## src/ihpf_pkg.sv

```systemverilog
package ihpf_pkg;

  // Histogram geometry
  localparam int BINS  = 1024;
  localparam int BIN_W = $clog2(BINS);

  // Field and register widths
  localparam int TS_W       = 32;
  localparam int CNT_W      = 16;
  localparam int BL_W       = 11;
  localparam int RL_W       = 16;
  localparam int PER_W      = 10;
  localparam int CFG_IDX_W  = 1;
  localparam int CFG_DATA_W = 16;

  localparam logic [BL_W-1:0]  BIN_LIMIT_RST    = BL_W'(1000);
  localparam logic [RL_W-1:0]  RECORD_LIMIT_RST = RL_W'(1000);
  localparam logic [CNT_W-1:0] CNT_MAX          = '1;
  localparam logic [RL_W-1:0]  MIN_RECORDS      = RL_W'(2);

  // Register indexes
  localparam logic [CFG_IDX_W-1:0] REG_BIN_LIMIT    = CFG_IDX_W'(0);
  localparam logic [CFG_IDX_W-1:0] REG_RECORD_LIMIT = CFG_IDX_W'(1);

  // Controller to datapath commands
  typedef struct packed {
    logic accept;    // record request taken this cycle
    logic sweep;     // histogram address comes from the sweep counter
    logic clr_we;    // write zero at the sweep address
    logic upd_we;    // write back incremented bin
    logic idx_clr;   // sweep counter back to zero
    logic idx_inc;   // sweep counter advance
    logic scan_rd;   // read issued is a scan read
    logic best_clr;  // reset running maximum
    logic out_load;  // load result register
    logic run_clr;   // clear per-run state
  } ihpf_cmd_t;

  // Datapath to controller status
  typedef struct packed {
    logic idx_last;  // sweep counter at last bin
    logic few;       // fewer than two records kept
  } ihpf_sts_t;

endpackage

```

## src/ihpf_ctrl.sv

```systemverilog
module ihpf_ctrl (
  input  logic                clk,
  input  logic                rst_n,
  input  logic                in_valid,
  input  logic                in_last_record,
  output logic                in_stall,
  output logic                out_valid,
  input  logic                out_stall,
  input  ihpf_pkg::ihpf_sts_t sts,
  output ihpf_pkg::ihpf_cmd_t cmd
);

  typedef enum logic [2:0] {
    S_CLEAR,
    S_IDLE,
    S_UPD,
    S_SCAN,
    S_DRAIN,
    S_RESULT
  } state_t;

  state_t state_r, state_nxt;
  logic   last_r, last_nxt;
  logic   out_valid_r, out_valid_nxt;

  always_comb begin
    cmd           = '0;
    state_nxt     = state_r;
    last_nxt      = last_r;
    out_valid_nxt = out_valid_r & out_stall;
    unique case (state_r)
      S_CLEAR: begin
        cmd.sweep   = 1'b1;
        cmd.clr_we  = 1'b1;
        cmd.idx_inc = 1'b1;
        if (sts.idx_last) begin
          cmd.idx_clr = 1'b1;
          state_nxt   = S_IDLE;
        end
      end
      S_IDLE: begin
        if (in_valid) begin
          cmd.accept = 1'b1;
          last_nxt   = in_last_record;
          state_nxt  = S_UPD;
        end
      end
      S_UPD: begin
        cmd.upd_we = 1'b1;
        if (!last_r) begin
          state_nxt = S_IDLE;
        end else if (sts.few) begin
          state_nxt = S_RESULT;
        end else begin
          cmd.best_clr = 1'b1;
          state_nxt    = S_SCAN;
        end
      end
      S_SCAN: begin
        cmd.sweep   = 1'b1;
        cmd.clr_we  = 1'b1;
        cmd.scan_rd = 1'b1;
        cmd.idx_inc = 1'b1;
        if (sts.idx_last) begin
          cmd.idx_clr = 1'b1;
          state_nxt   = S_DRAIN;
        end
      end
      S_DRAIN: begin
        state_nxt = S_RESULT;
      end
      S_RESULT: begin
        if (!out_valid_r || !out_stall) begin
          cmd.out_load  = 1'b1;
          cmd.run_clr   = 1'b1;
          out_valid_nxt = 1'b1;
          state_nxt     = S_IDLE;
        end
      end
      default: begin
        state_nxt = S_CLEAR;
      end
    endcase
  end

  always_ff @(posedge clk) begin
    if (!rst_n) begin
      state_r     <= S_CLEAR;
      last_r      <= 1'b0;
      out_valid_r <= 1'b0;
    end else begin
      state_r     <= state_nxt;
      last_r      <= last_nxt;
      out_valid_r <= out_valid_nxt;
    end
  end

  assign in_stall  = (state_r != S_IDLE);
  assign out_valid = out_valid_r;

endmodule

```

## config.mk

```make
export PLATFORM = sky130hd
export DESIGN_NAME = ihpf_ctrl
export DESIGN_NICKNAME = d
export VERILOG_FILES = /design/src/ihpf_pkg.sv /design/src/ihpf_ctrl.sv
export SDC_FILE = /design/constraint.sdc
export NUM_CORES = 1
export LEC_CHECK = 0
export BUFFER_PORTS_ARGS = -buffer_cell sky130_fd_sc_hd__buf_2
export CORE_AREA = 2 2 39 41
export CTS_CLUSTER_SIZE = 40
export DETAILED_ROUTE_END_ITERATION = 10
export DIE_AREA = 0 0 41 43
export PLACE_DENSITY = 0.61
export SLEW_MARGIN = 30
export SYNTH_ARGS = -nofsm -noshare
export SYNTH_HDL_FRONTEND = slang
export SYNTH_SLANG_ARGS = --single-unit
```

## constraint.sdc

```tcl
create_clock -name clk -period 1.8 [get_ports clk]
set_clock_uncertainty 0.1 [all_clocks]
set_input_delay 0.36 -clock clk [delete_from_list [all_inputs] [get_ports clk]]
set_output_delay 0.36 -clock clk [all_outputs]
set_load 0.02 [all_outputs]
```

==> summary.md <==
| Metric | Value |
|---|---|
| Outcome | `complete, no violations` |
| H-tree levels | `1` |
| Antenna cells | `0` |
| Most used DFF post-synth | `dfxtp_1` |
| Avg WL per Cell | `9.733 um` |
| CTS tree | `yes` |
| Arrival time of the worst setup path | `around 1300 ps` |
| Clk Latency, worst-skew pair | `roughly 230 ps` |
| Post-Synthesis Cells | `49` |
| Syn Area/Cell | `8.324 um^2` |
| Root buffer cell | `clkbuf_4` |
| Largest area contributor in the netlist | `dfxtp_1` |
| Worst-Margin Slew | `357.1 ps` |
| Drt first-iter violations | `2` |
| Initial Util | `0.2948` |
| Critical path destination | `cmd[2]` |
| Count of different cell masters after synthesis | `32` |
| Die span in x | `~40 um` |
| Vias | `between 400 and 500` |
| Layer with the highest usage | `met2` |
| Core Rows | `14` |
| R2r startpoint | `state_r[0]` |
| Placeable Area | `~1400 um^2` |
| Worst setup SP type | `flop` |
| Grt ovf | `0` |
| Met1 usage | `0.1318` |
| PD cells | `about 900 nW/um^2` |
| Area grow syn2layout | `40.49%` |
| Met3 usage | `0.01571` |
| DR pass1 iterations | `4` |
| Fin nets | `slightly below 80` |
| First-pass GRT wire length | `roughly 1400 um` |
| Synth Cell Area | `just over 400 um^2` |
| Drt via density | `about 4.8` |
| Endpoints failing hold | `0` |
| Maximum fanout count along the critical path | `7` |
| Fmax | `approximately 0.57 GHz` |
| Clk slew on worst S/H paths | `approximately 40 ps` |
| Type of the worst setup path | `flop to primary output` |
| Die Y | `between 40 and 50 um` |
| Max-cap violation count | `0` |
| Vias in the first global route | `344` |
| R2R Setup Slk | `~300 ps` |
| Synth top area share | `0.2454` |
| Fillers | `149` |
| RSZ-0062 raised after global routing | `yes` |
| GRT met2 Usage | `0.1719` |
| Total GRT Usage | `0.1114` |
| Final Power | `approximately 0.5 mW` |
| Crit path time final | `roughly 1700 ps` |
| Sequential area share after synthesis | `0.2454` |
| Crit path from | `state_r[1]` |
| Post-synth EDFFs | `0` |
| CP Capture Type | `primary output` |
| Drt total wl | `837 um` |
| Die area | `between 1500 and 2000 um^2` |
| Initial antenna violation count | `0` |
| ANT nets after route | `0` |
| Post-DP HPWL | `between 600 and 700 um` |
| Share of cells above drive strength 1 | `0.5429` |
| Syn_nets | `between 50 and 60` |
| Async S/R FF share, synth | `0` |
| Hold Slack | `roughly 300 ps` |
| CTS Sinks | `5` |
| Pin count of the biggest net entering global routing | `10` |
| Critical Path RT | `around 1300 ps` |
| Tcrit/Tclk final | `0.9671` |
| Fin. max-slew vios | `0` |
| Pleak | `approximately 0.26 nW` |
| # IOs | `19` |
| Yosys warning total | `0` |
| Slew HR | `0.7599` |
| Num CTS Buffers | `3` |
| Maximum clock path buffer count | `2` |
| Worst min-delay path category | `input port to flop` |
| Setup Viol. Count Final | `0` |
| Placer Congestion | `roughly 0.80` |
| PortBufs | `18` |
| Top post-synthesis cells by count | `dfxtp_1, nor2_1, nand2_1` |
| VDD IR max | `0.3400 mV` |
| Register bit total from synthesis | `5` |
| DRC Markers | `0` |
| Depth of the most critical reg-to-reg path | `5` |
| Main area contributors after synthesis | `dfxtp_1, buf_4, buf_6` |
| R2r endpoint | `state_r[0]` |
## per-stage QoR
step           std cells  cell area [um^2]  TNS, ps    util  worst slack [ps]
2_1_floorplan         49             419.2   -26.71       -            -21.15
3_3_place_gp          80             501.7        0  0.3626             210.4
3_5_place_dp          80             501.7        0  0.3626             186.6
4_1_cts               84             529.3        0  0.3825             9.979
5_1_grt               86             573.1        0  0.4141             1.475
6_report              86             573.1        0  0.4141             59.23
## sequential cells by signal, indices dropped and copies added (netlist names)
signal	cells
last_r	1
state_r	3
out_valid	1
## final cells by class
cell class	instances	area, um^2	area share
clock buffers	4	26.28	0.04585
inverters	1	3.754	0.006550
multi-input cells	37	285.3	0.4978
flip-flops and latches	5	105.1	0.1834
well taps	16	20.02	0.03493
repair buffers	23	132.6	0.2314
## worst max-delay path: stages (launching register included)
cell	delay, ps
dfxtp_4	370
or2b_4	300
nor4b_4	200
buf_4	170
## how the worst min path moves through the flow
stage          depth (start not counted)  slack, ps   endpoint           start
2_1_floorplan                          1        390     last_r           rst_n
3_3_place_gp                           2        390  out_valid       out_valid
3_5_place_dp                           2        400  out_valid       out_valid
4_1_cts                                3        290     last_r  in_last_record
5_1_grt                                3        310  out_valid       out_stall
6_report                               3        300     last_r  in_last_record
## layout by cell type, fill, tap and decap left out, types with 2 or more instances in the layout
master	Yosys	final
buf_2	1	16
buf_4	3	7
nor2_1	5	5
nand2_1	4	4
clkbuf_4	0	3
dfxtp_1	5	3
a21oi_1	2	2
nand3_1	2	2
## routing by layer
layer / up-vias / wire (um)
met5: - / 0
met4: 0 / 0
met3: 0 / 41
met2: 10 / 434
met1: 186 / 360
li1: 215 / -
## timing repair
action,in CTS,in global routing
endpoints found under the hold margin,0,0
pin swaps,0,0
resized for setup,1,8
hold buffers,0,0
setup buffers,0,2
setup endpoints to repair,1,5
## logic make-up after synthesis
kind of cell | after synthesis | synth area share
simple gates | 25 | 0.3896
compound gates | 11 | 0.2086
buf+inv | 7 | 0.1319
flops | 5 | 0.2454
mux | 1 | 0.02454
## power breakdown
group | switching (mW) | internal, mW
Combinational | 0.136 | 0.111
Sequential | 0.0125 | 0.123
Clock | 0.0402 | 0.0834
No activity file was read; power rests on OpenSTA's default activity.
